`src/rtl/spl_pkg.sv`:
```
package spl_pkg;

  typedef struct packed {
    logic signed [31:0] command_increment;
    logic [30:0]        sensor_position;
    logic               sensor_valid;
  } spl_in_t;

  typedef struct packed {
    logic signed [31:0] speed_reference;
    logic signed [31:0] filtered_increment;
    logic signed [31:0] feedback_increment;
    logic signed [31:0] error_total;
    logic signed [31:0] command_total;
    logic signed [31:0] feedback_total;
    logic [9:0]         active_countdown;
  } spl_out_t;

  typedef struct packed {
    logic        bypass;
    logic [9:0]  length;
    logic [30:0] counts;
    logic [31:0] gain;
    logic [31:0] upper;
    logic [31:0] lower;
  } spl_cfg_t;

  // controller -> datapath
  typedef struct packed {
    logic load;      // capture request, read window entry
    logic front;     // feedback, window update, start divide
    logic div_step;  // one quotient bit
    logic accum;     // divide done: totals, remainder, start multiply
    logic mul_step;  // one partial product
    logic finish;    // shift, clamp, output register
  } spl_cmd_t;

  typedef struct packed {
    logic div_last;
    logic mul_last;
  } spl_sts_t;

  localparam logic [2:0] ADDR_BYPASS = 3'd0;
  localparam logic [2:0] ADDR_LENGTH = 3'd1;
  localparam logic [2:0] ADDR_COUNTS = 3'd2;
  localparam logic [2:0] ADDR_GAIN   = 3'd3;
  localparam logic [2:0] ADDR_UPPER  = 3'd4;
  localparam logic [2:0] ADDR_LOWER  = 3'd5;

endpackage

```
`src/rtl/spl_ctrl.sv`:
```
module spl_ctrl
  import spl_pkg::*;
(
  input  logic     clk_i,
  input  logic     rst_ni,
  input  logic     in_valid_i,
  output logic     in_stall_o,
  output logic     out_valid_o,
  input  logic     out_stall_i,
  input  spl_sts_t sts_i,
  output spl_cmd_t cmd_o
);

  typedef enum logic [2:0] {
    S_IDLE, S_FRONT, S_DIV, S_ACC, S_MUL, S_FIN
  } state_e;

  state_e state_q, state_d;
  logic   out_valid_q, out_valid_d;

  // the output register takes the result only once the previous one is gone
  logic out_free;
  assign out_free = !out_valid_q || !out_stall_i;

  assign in_stall_o  = (state_q != S_IDLE);
  assign out_valid_o = out_valid_q;

  always_comb begin
    cmd_o          = '0;
    cmd_o.load     = (state_q == S_IDLE) && in_valid_i;
    cmd_o.front    = (state_q == S_FRONT);
    cmd_o.div_step = (state_q == S_DIV);
    cmd_o.accum    = (state_q == S_ACC);
    cmd_o.mul_step = (state_q == S_MUL);
    cmd_o.finish   = (state_q == S_FIN) && out_free;
  end

  always_comb begin
    state_d     = state_q;
    out_valid_d = out_valid_q;
    if (out_valid_q && !out_stall_i) out_valid_d = 1'b0;
    unique case (state_q)
      S_IDLE:  if (in_valid_i) state_d = S_FRONT;
      S_FRONT: state_d = S_DIV;
      S_DIV:   if (sts_i.div_last) state_d = S_ACC;
      S_ACC:   state_d = S_MUL;
      S_MUL:   if (sts_i.mul_last) state_d = S_FIN;
      S_FIN: begin
        if (out_free) begin
          state_d     = S_IDLE;
          out_valid_d = 1'b1;
        end
      end
      default: state_d = S_IDLE;
    endcase
  end

  always_ff @(posedge clk_i or negedge rst_ni) begin
    if (!rst_ni) begin
      state_q     <= S_IDLE;
      out_valid_q <= 1'b0;
    end else begin
      state_q     <= state_d;
      out_valid_q <= out_valid_d;
    end
  end

  a_stall_busy: assert property (@(posedge clk_i) disable iff (!rst_ni)
    (state_q != S_IDLE) |-> in_stall_o) else $error("input taken while busy");
  a_out_hold: assert property (@(posedge clk_i) disable iff (!rst_ni)
    (out_valid_q && out_stall_i) |=> out_valid_q) else $error("result dropped");
  a_fin_free: assert property (@(posedge clk_i) disable iff (!rst_ni)
    cmd_o.finish |-> out_free) else $error("result overwritten");

endmodule

```
`config.mk`:
```
export PLATFORM = sky130hd
export DESIGN_NAME = spl_ctrl
export DESIGN_NICKNAME = d
export VERILOG_FILES = /design/src/rtl/spl_pkg.sv /design/src/rtl/spl_ctrl.sv
export SDC_FILE = /design/constraint.sdc
export NUM_CORES = 1
export LEC_CHECK = 0
export ABC_AREA = 1
export BUFFER_PORTS_ARGS = -buffer_cell sky130_fd_sc_hd__buf_4
export CORE_AREA = 3 3 40 42
export CTS_BUF_LIST = sky130_fd_sc_hd__clkbuf_4
export DETAILED_ROUTE_END_ITERATION = 6
export DIE_AREA = 0 0 43 45
export GPL_TIMING_DRIVEN = 0
export MAX_ROUTING_LAYER = met4
export PLACE_DENSITY = 0.54
export SLEW_MARGIN = 0
export SYNTH_ARGS = -nofsm -noshare
export SYNTH_HDL_FRONTEND = slang
export SYNTH_SLANG_ARGS = --single-unit
```
`constraint.sdc`:
```
create_clock -name clk_i -period 1.09 [get_ports clk_i]
set_input_delay 0.218 -clock clk_i [delete_from_list [all_inputs] [get_ports clk_i]]
set_output_delay 0.218 -clock clk_i [all_outputs]
set_load 0.005 [all_outputs]
```
==> flow_summary.toml, run 1 <==
[yosys]
yosys_warnings = 0
syn-cell-area_um2 = 272
synth_most_common_cell = "inv_1"
ys.flop_type = "dfrtp_1"
synthTopCellsByArea = "dfrtp_1 (37%), inv_1 (11%), nand2_1 (9.7%), nor2_1 (9.7%), nand3_2 (7.4%)"
synthArstFlopShare_pct = 100
netlist.area_leader.share_pct = 36.9
syn_inst = 40
synth_top_area_cell = "dfrtp_1"
synth-edff-count = 0
syn_avg_cell_area_um2 = 6.79
synth_nets = 46
synth.distinct_cells = 12
synthTopCellsByCount = "inv_1 (8), nand2_1 (7), nor2_1 (7), dfrtp_1 (4), nand3_1 (3)"
synth-seq-cells = 4
yosysSeqAreaShare_pct = 36.9

[layout]
syn2layout_area_growth_pct = 107
antenna_cells = 0
utilization_pct = 43.7
final_nets = 75
stdcell_count = 82
fillCellCount = 140
layout-drive-gt1-share_pct = 67.2

[timing]
timing.final.crit_share_pct = 121
worst_pin_slew_ps = 164
hold_viol = 0
hold_ws_ps = 282
final.min_clock_period_ps = 1310
slew-limit-headroom_pct = 89.0
rsz0062_at_grt = "yes"
worst_slack_ps = -225
setup_violations = 9
fmax_ghz = 0.761
clock-skew-final_ps = 1.08
drv_slew = 0

[floorplanning]
dieArea_um2 = 1940
core_area_um2 = 1280
num_io_pins = 14
initial_core_util_pct = 21.1
core.rowCount = 13
die_x_um = 43
fp.dieH_um = 45

[status]
outcome = "finished, violations left"
violations = "negative setup slack"

[power]
p_leak_nw = 0.294
ir_drop_uv = 1010
p_per_area_nw_per_um2 = 2560

[worst_hold_path]
hp-class = "input pin to flop"

[routing]
via_count = 349
postRouteAntennaNets = 0
remaining_drc_errors = 0
drt_wl_total_um = 883
vias_per_cell = 4.26
drtPass1Iterations = 3
drtIter0Drc = 2
wl_per_cell_um = 10.8

[grt]
grt_start_max_net_pins = 7
overflow = 0
grt_pass1_wl_um = 1500
grt_pass1_vias = 364
grt_antenna_before_repair = 0
gr-usage-all-layers_pct = 10.8

[cts]
cts_buffers = 3
root_buffer = "clkbuf_4"
path_clk_slew_ps = 40
clock-sinks = 4
htreeDepth = 1
tritoncts = "yes"
clk_path_buf_depth = 2
insertion_delay_ps = 230

[place]
dp_cells = 68
numPortBuffers = 13
finalWeightedCongestion = 0.775
dp_hpwl_um = 513

[worst_setup_path]
criticalPathCategory = "flop to output pin"
cp_max_fo = 5
arrival_ps = 1100
endpoint_kind = "output pin"
cp.required_ps = 870
worstSetupStartpointType = "flop"

[job]
max_cap_violations = 0
==> cells by family (layout without fill, tap and decap cells) <==
kind of cell           after synthesis  in the layout  synth area share (%)
and+or+nand+nor                     22             22                  41.9
DFF                                  4              4                  36.9
buffers and inverters               10             37                  13.8
AOI/OAI and AO/OA                    4              4                  7.37
==> cells in the final DEF (no fill, tap or decap) <==
| master | instances |
|---|---|
| dlygate4sd3_1 | 1 |
| o21ai_0 | 2 |
| nand3_2 | 3 |
| nor2_2 | 3 |
| nor2_4 | 2 |
| inv_1 | 6 |
| clkbuf_4 | 3 |
| nand3_4 | 1 |
| nand2_1 | 6 |
| o21ai_1 | 1 |
| inv_2 | 2 |
| buf_4 | 20 |
| dfrtp_1 | 1 |
| nand3_1 | 1 |
| a21oi_1 | 1 |
| nor3_2 | 1 |
| nor2_1 | 3 |
| nand2_2 | 1 |
| dfrtp_2 | 3 |
| nor3_4 | 1 |
| inv_4 | 2 |
| buf_6 | 3 |
==> per-layer routing <==
metal	share of wire, %	track usage [%]	up-vias
li1	-	-	178
met1	39	11.6	162
met2	57	18.6	9
met3	4.3	1.59	0
met4	0	7.23	0
met5	0	-	-
==> report_power, final <==
| group | leakage (nW) | internal (mW) | total [mW] | switching (mW) |
|---|---|---|---|---|
| logic | 0.233 | 0.499 | 0.907 | 0.408 |
| registers | 0.0476 | 0.221 | 0.346 | 0.126 |
| clock network | 0.0138 | 0.123 | 0.185 | 0.0620 |
| total | 0.294 | 0.843 | 1.44 | 0.596 |
==> sequential cells by signal (all words and copies together), names as in the netlist <==
register	count
out_valid_o	1
state_q	3
==> worst max-delay path, cell delays in order, from the launching register on <==
cell	delay (ps)
dfrtp_2	460
nor2_4	140
nand2_2	70
nor2_2	80
buf_4	110
==> final timing paths <==
check	startpoint	end	slack, ps	cells past startpoint
worst min register to register	out_valid_o	out_valid_o	570	2
worst min-delay path	out_stall_i	out_valid_o	280	3
worst max-delay path	state_q[1]	cmd_o[5]	-220	4
max in group asynchronous	rst_ni	state_q[0]	660	2
min in group asynchronous	rst_ni	state_q[1]	320	2
worst max register to register	state_q[2]	state_q[2]	-110	8
==> area by class of cell <==
type | count | area [µm²] | share of cell area, %
inverter | 10 | 42.5 | 7.57
sequential | 4 | 104 | 18.5
clock buffer | 3 | 22.5 | 4.01
multi-input combinational | 26 | 180 | 32.1
timing repair buffer | 24 | 194 | 34.5
tap | 15 | 18.8 | 3.34
==> per-stage QoR <==
stage / setup slack [ps] / cell area (µm²) / TNS [ps] / total power [mW]
floorplan: 65.8 / 272 / 0 / 0.578
global placement: -66.3 / 388 / -101 / 0.816
detailed placement: -67.1 / 388 / -98.4 / 0.817
CTS: -231 / 508 / -1490 / 1.27
global route: -292 / 562 / -2180 / 1.56
finish: -225 / 562 / -1650 / 1.44
==> timing repair <==
item	CTS	global route
setup endpoints to repair	8	9
resized for setup	15	6
endpoints found under the hold margin	4	0
setup buffers	6	4
hold buffers	1	0
pin swaps	3	3
Power figures use the tool's default switching activity.
==> run 2, diff against run 1 <==
--- a/config.mk
+++ b/config.mk
@@ -13,7 +13,7 @@
 export DIE_AREA = 0 0 43 45
 export GPL_TIMING_DRIVEN = 0
 export MAX_ROUTING_LAYER = met4
-export PLACE_DENSITY = 0.54
+export PLACE_DENSITY = 0.51
 export SLEW_MARGIN = 0
 export SYNTH_ARGS = -nofsm -noshare
 export SYNTH_HDL_FRONTEND = slang
==> flow_summary.toml, run 2 (synthesis results as in run 1) <==
[grt]
gr-usage-all-layers_pct = 9.56
overflow = 0
grt_start_max_net_pins = 7
grt_pass1_vias = 312
grt_antenna_before_repair = 0
grt_pass1_wl_um = 1250

[timing]
worst_pin_slew_ps = 171
timing.final.crit_share_pct = 122
final.min_clock_period_ps = 1330
rsz0062_at_grt = "yes"
clock-skew-final_ps = 4.10
slew-limit-headroom_pct = 88.6
hold_ws_ps = 268
final.setup.tns_ps = -1550
hold_viol = 0
fmax_ghz = 0.754
setup_violations = 9
worst_slack_ps = -236
drv_slew = 0

[power]
p_leak_nw = 0.273
ir_drop_uv = 935
p_per_area_nw_per_um2 = 2530

[worst_setup_path]
cp.required_ps = 870
endpoint_kind = "output pin"
cp_slowest_stage_delay_ps = 450
arrival_ps = 1110
criticalPathCategory = "flop to output pin"
cp_slowest_cell = "dfrtp_2"
worstPathCellList = "buf_4 -> nand3_4 -> inv_1 -> buf_4"
cp_max_fo = 5
worstSetupStartpointType = "flop"
r2r_setup_slack_ps = -90
path_common_cell = "buf_4"

[routing]
vias_per_cell = 4.33
drt_wl_total_um = 783
via_count = 338
wl_per_cell_um = 10.0
remaining_drc_errors = 0
drtIter0Drc = 5
drtPass1Iterations = 4
postRouteAntennaNets = 0

[floorplanning]
dieArea_um2 = 1940
core.rowCount = 13
die_x_um = 43
core_area_um2 = 1280
num_io_pins = 14
fp.dieH_um = 45
initial_core_util_pct = 21.1

[layout]
layout-drive-gt1-share_pct = 61.9
final_common_cell = "buf_4"
utilization_pct = 40.5
antenna_cells = 0
final_nets = 71
syn2layout_area_growth_pct = 91.7
final_cell_mix = "buf_4 (18), inv_1 (7), nand2_1 (6)"
largest_reg_flops = 3
regMostFlops = "state_q"

[place]
numPortBuffers = 13
dpl_worst_slack_ps = -61.9
dp_hpwl_um = 521
finalWeightedCongestion = 0.754

[cts]
clock-sinks = 4
path_clk_slew_ps = 40
tritoncts = "yes"
cts_buffers = 3
htreeDepth = 1
clk_path_buf_depth = 2
root_buffer = "clkbuf_4"
insertion_delay_ps = 240

[status]
outcome = "finished, violations left"
violations = "negative setup slack"

[job]
max_cap_violations = 0

[worst_hold_path]
hp-class = "input pin to flop"
## run 2: path summary, 6_finish.rpt
path | from | end | cells past startpoint
hold / removal | sts_i[1] | state_q[2] | 3
hold reg to reg | out_valid_o | out_valid_o | 2
max in group asynchronous | rst_ni | state_q[1] | 2
min in group asynchronous | rst_ni | out_valid_o | 2
setup / recovery | state_q[1] | cmd_o[3] | 4
setup reg to reg | state_q[0] | state_q[0] | 8
## run 2: worst max-delay path, delay by kind of cell (launching register included)
| kind | cells | cell delay (ps) |
|---|---|---|
| buffers and inverters | 3 | 340 |
| and+or+nand+nor | 1 | 90 |
| DFF | 1 | 450 |
## run 2: final cells by class
class                   count  area (µm²)
inverters                  10        40.0
well taps                  15        18.8
flip-flops and latches      4         104
multi-input cells          26         179
clock buffers               3        22.5
repair buffers             20         156
fillers                   135         764
## run 2: metrics by stage
stage                     cell area (µm²)  std cells  power (mW)
after global placement                388         68       0.814
after detailed placement              388         68       0.820
after floorplan                       272         40       0.578
after global routing                  520         78        1.44
after CTS                             478         75        1.19
final                                 520         78        1.31
## run 2: per-layer routing
layer  routed length (µm)  vias to the layer above  share of wire, %  track usage (%)
li1                     -                      170                 -                -
met1                  328                      152                42             11.0
met2                  377                       14                48             12.3
met3                   71                        2               9.1             3.98
met4                    6                        0              0.77             9.04
met5                    0                        -                 0                -
## run 2: power by group
group	total, mW	switching (mW)	internal [mW]
clock network	0.185	0.0620	0.123
registers	0.340	0.120	0.221
logic	0.789	0.370	0.419
## run 2: what timing repair did
item,in CTS,in global routing
buffers inserted,3,3
hold buffers,1,0
endpoints found under the hold margin,4,0
pin swaps,2,2
gates resized for setup,12,5
endpoints found under the setup margin,8,9
==> run 3, diff against run 2 <==
--- a/config.mk
+++ b/config.mk
@@ -5,7 +5,6 @@
 export SDC_FILE = /design/constraint.sdc
 export NUM_CORES = 1
 export LEC_CHECK = 0
-export ABC_AREA = 1
 export BUFFER_PORTS_ARGS = -buffer_cell sky130_fd_sc_hd__buf_4
 export CORE_AREA = 3 3 40 42
 export CTS_BUF_LIST = sky130_fd_sc_hd__clkbuf_4
@@ -13,7 +12,6 @@
 export DIE_AREA = 0 0 43 45
 export GPL_TIMING_DRIVEN = 0
 export MAX_ROUTING_LAYER = met4
-export PLACE_DENSITY = 0.51
 export SLEW_MARGIN = 0
 export SYNTH_ARGS = -nofsm -noshare
 export SYNTH_HDL_FRONTEND = slang
==> flow_summary.toml, run 3 <==
[status]
outcome = "finished, violations left"
violations = "negative setup slack"

[timing]
setup_violations = 7
worst_slack_ps = -364
slew-limit-headroom_pct = 88.7
clock-skew-final_ps = 3.76
timing.final.crit_share_pct = 133
hold_viol = 0
fmax_ghz = 0.688
hold_ws_ps = 231
worst_pin_slew_ps = 169
rsz0062_at_grt = "yes"
final.min_clock_period_ps = 1450
drv_slew = 0

[yosys]
syn_avg_cell_area_um2 = 9.96
ys.flop_type = "dfrtp_1"
yosys-mux-area-fraction_pct = 4.02
synth.distinct_cells = 18
syn-cell-area_um2 = 249
syn_inst = 25
synthTopCellsByArea = "dfrtp_1 (40%), nor3b_1 (6.0%), or2_1 (5.0%), buf_6 (4.5%), nand4bb_1 (4.5%)"
synthSimpleGateAreaFrac_pct = 36.7
synth_top_area_cell = "dfrtp_1"
synth_xor_area_share_pct = 0
synthTopCellsByCount = "dfrtp_1 (4), inv_1 (2), nand2_1 (2), nor3b_1 (2), or2_1 (2)"
yosysSeqAreaShare_pct = 40.2
synth_most_common_cell = "dfrtp_1"
synth_nets = 31
synth_fa_ha_area_share_pct = 0
synth-edff-count = 0
netlist.area_leader.share_pct = 40.2
synthArstFlopShare_pct = 100
yosys_warnings = 0
synth-seq-cells = 4
synth_compound_area_share_pct = 11.6
synth_top_family_by_area = "simple AND/OR/NAND/NOR gates"

[place]
dp_hpwl_um = 423
dpl_worst_slack_ps = -161
numPortBuffers = 13
place_area_um2 = 365
finalWeightedCongestion = 0.659

[cts]
insertion_delay_ps = 230
clock-sinks = 4
cts_buffers = 3
root_buffer = "clkbuf_4"
htreeDepth = 1
tritoncts = "yes"
path_clk_slew_ps = 40
clk_path_buf_depth = 2

[power]
p_leak_nw = 0.249
ir_drop_uv = 1150
p_per_area_nw_per_um2 = 2760
report.power.total_mw = 1.43

[layout]
final_common_cell = "buf_4"
regMostFlops = "state_q"
largest_reg_flops = 3
final_cell_mix = "buf_4 (16), buf_6 (7), clkbuf_4 (3), dfrtp_2 (3)"
antenna_cells = 0
multi_input_area_um2 = 156
final_nets = 59
layout-drive-gt1-share_pct = 70.6
ff_latch_area_um2 = 104
fillCellCount = 133
utilization_pct = 40.3
postLayoutCellArea_um2 = 518
syn2layout_area_growth_pct = 108

[worst_setup_path]
worstSetupStartpointType = "flop"
endpoint_kind = "output pin"
criticalPathCategory = "flop to output pin"
cp_max_fo = 3
arrival_ps = 1240
cp.required_ps = 870

[grt]
grt_start_max_net_pins = 7
overflow = 0
gr-usage-all-layers_pct = 9.57
grt_pass1_wl_um = 1260
grt_pass1_vias = 264
grt_antenna_before_repair = 0

[routing]
remaining_drc_errors = 0
postRouteAntennaNets = 0
wl_per_cell_um = 12.1
vias_per_cell = 4.21
via_count = 278
drtIter0Drc = 3
drtPass1Iterations = 3
drt_wl_total_um = 800

[floorplanning]
core_area_um2 = 1280
initial_core_util_pct = 19.4
dieArea_um2 = 1940
core.rowCount = 13
num_io_pins = 14
fp.dieH_um = 45
die_x_um = 43

[job]
max_cap_violations = 0

[worst_hold_path]
hp-class = "input pin to flop"
run 3: cell count changes after synthesis, moves of 2 or more:
cell,before,now
nand3_1,3,0
or2_1,0,2
nor3b_1,0,2
inv_2,2,0
nand3_2,2,0
nor3_2,2,0
inv_1,8,2
nor2_1,7,1
nand2_1,7,2
o21ai_0,2,0
run 3: metal layers:
layer  GRT usage [%]  share of wire [%]  vias up
met3            2.39                5.9        2
met5               -                  0        -
met1            10.5                 42      124
li1                -                  -      142
met2            15.0                 50       10
met4            7.23                2.1        0
run 3: logic make-up (layout without fill, tap and decap cells):
kind of cell / Yosys count / count (layout)
AO/OA/AOI/OAI: 4 / 4
AND/OR/NAND/NOR: 13 / 13
flip-flops: 4 / 4
buffers and inverters: 3 / 29
multiplexers: 1 / 1
run 3: through the flow:
step	setup TNS, ps	std cells
6_report	-1960	66
5_1_grt	-2340	66
4_1_cts	-2160	65
3_5_place_dp	-329	53
3_3_place_gp	-308	53
2_1_floorplan	-33.7	25
run 3: cell type report:
cell class              count  share of cell area, %
clock buffers               3                   4.35
inverters                   2                   1.45
multi-input cells          18                   30.2
flip-flops and latches      4                   20.0
well taps                  15                   3.62
repair buffers             24                   40.3
run 3: path summary, 6_finish.rpt:
kind                        startpoint          end  slack (ps)  cells after the start
min in group asynchronous       rst_ni  out_valid_o         310                      2
min reg2reg                out_valid_o  out_valid_o         570                      2
min                        out_stall_i  out_valid_o         230                      3
max                         state_q[0]     cmd_o[5]        -360                      3
max reg2reg                 state_q[2]   state_q[0]           0                      4
max in group asynchronous       rst_ni   state_q[0]         660                      2
run 3: timing repair:
action / 4_1_cts / 5_1_grt
buffers inserted: 8 / 3
pin swaps: 1 / 4
hold endpoints to repair: 4 / 0
gates resized for setup: 7 / 10
hold buffers: 1 / 0
endpoints found under the setup margin: 7 / 10
run 3: power breakdown:
group | switching, mW | total (mW) | internal, mW
clock | 0.0611 | 0.184 | 0.123
sequential | 0.0837 | 0.305 | 0.222
combinational | 0.325 | 0.941 | 0.616
total | 0.470 | 1.43 | 0.961
run 3: critical path, stage by stage (launching register included):
cell	delay [ps]
dfrtp_2	420
or3_4	390
nor2_2	90
buf_4	110
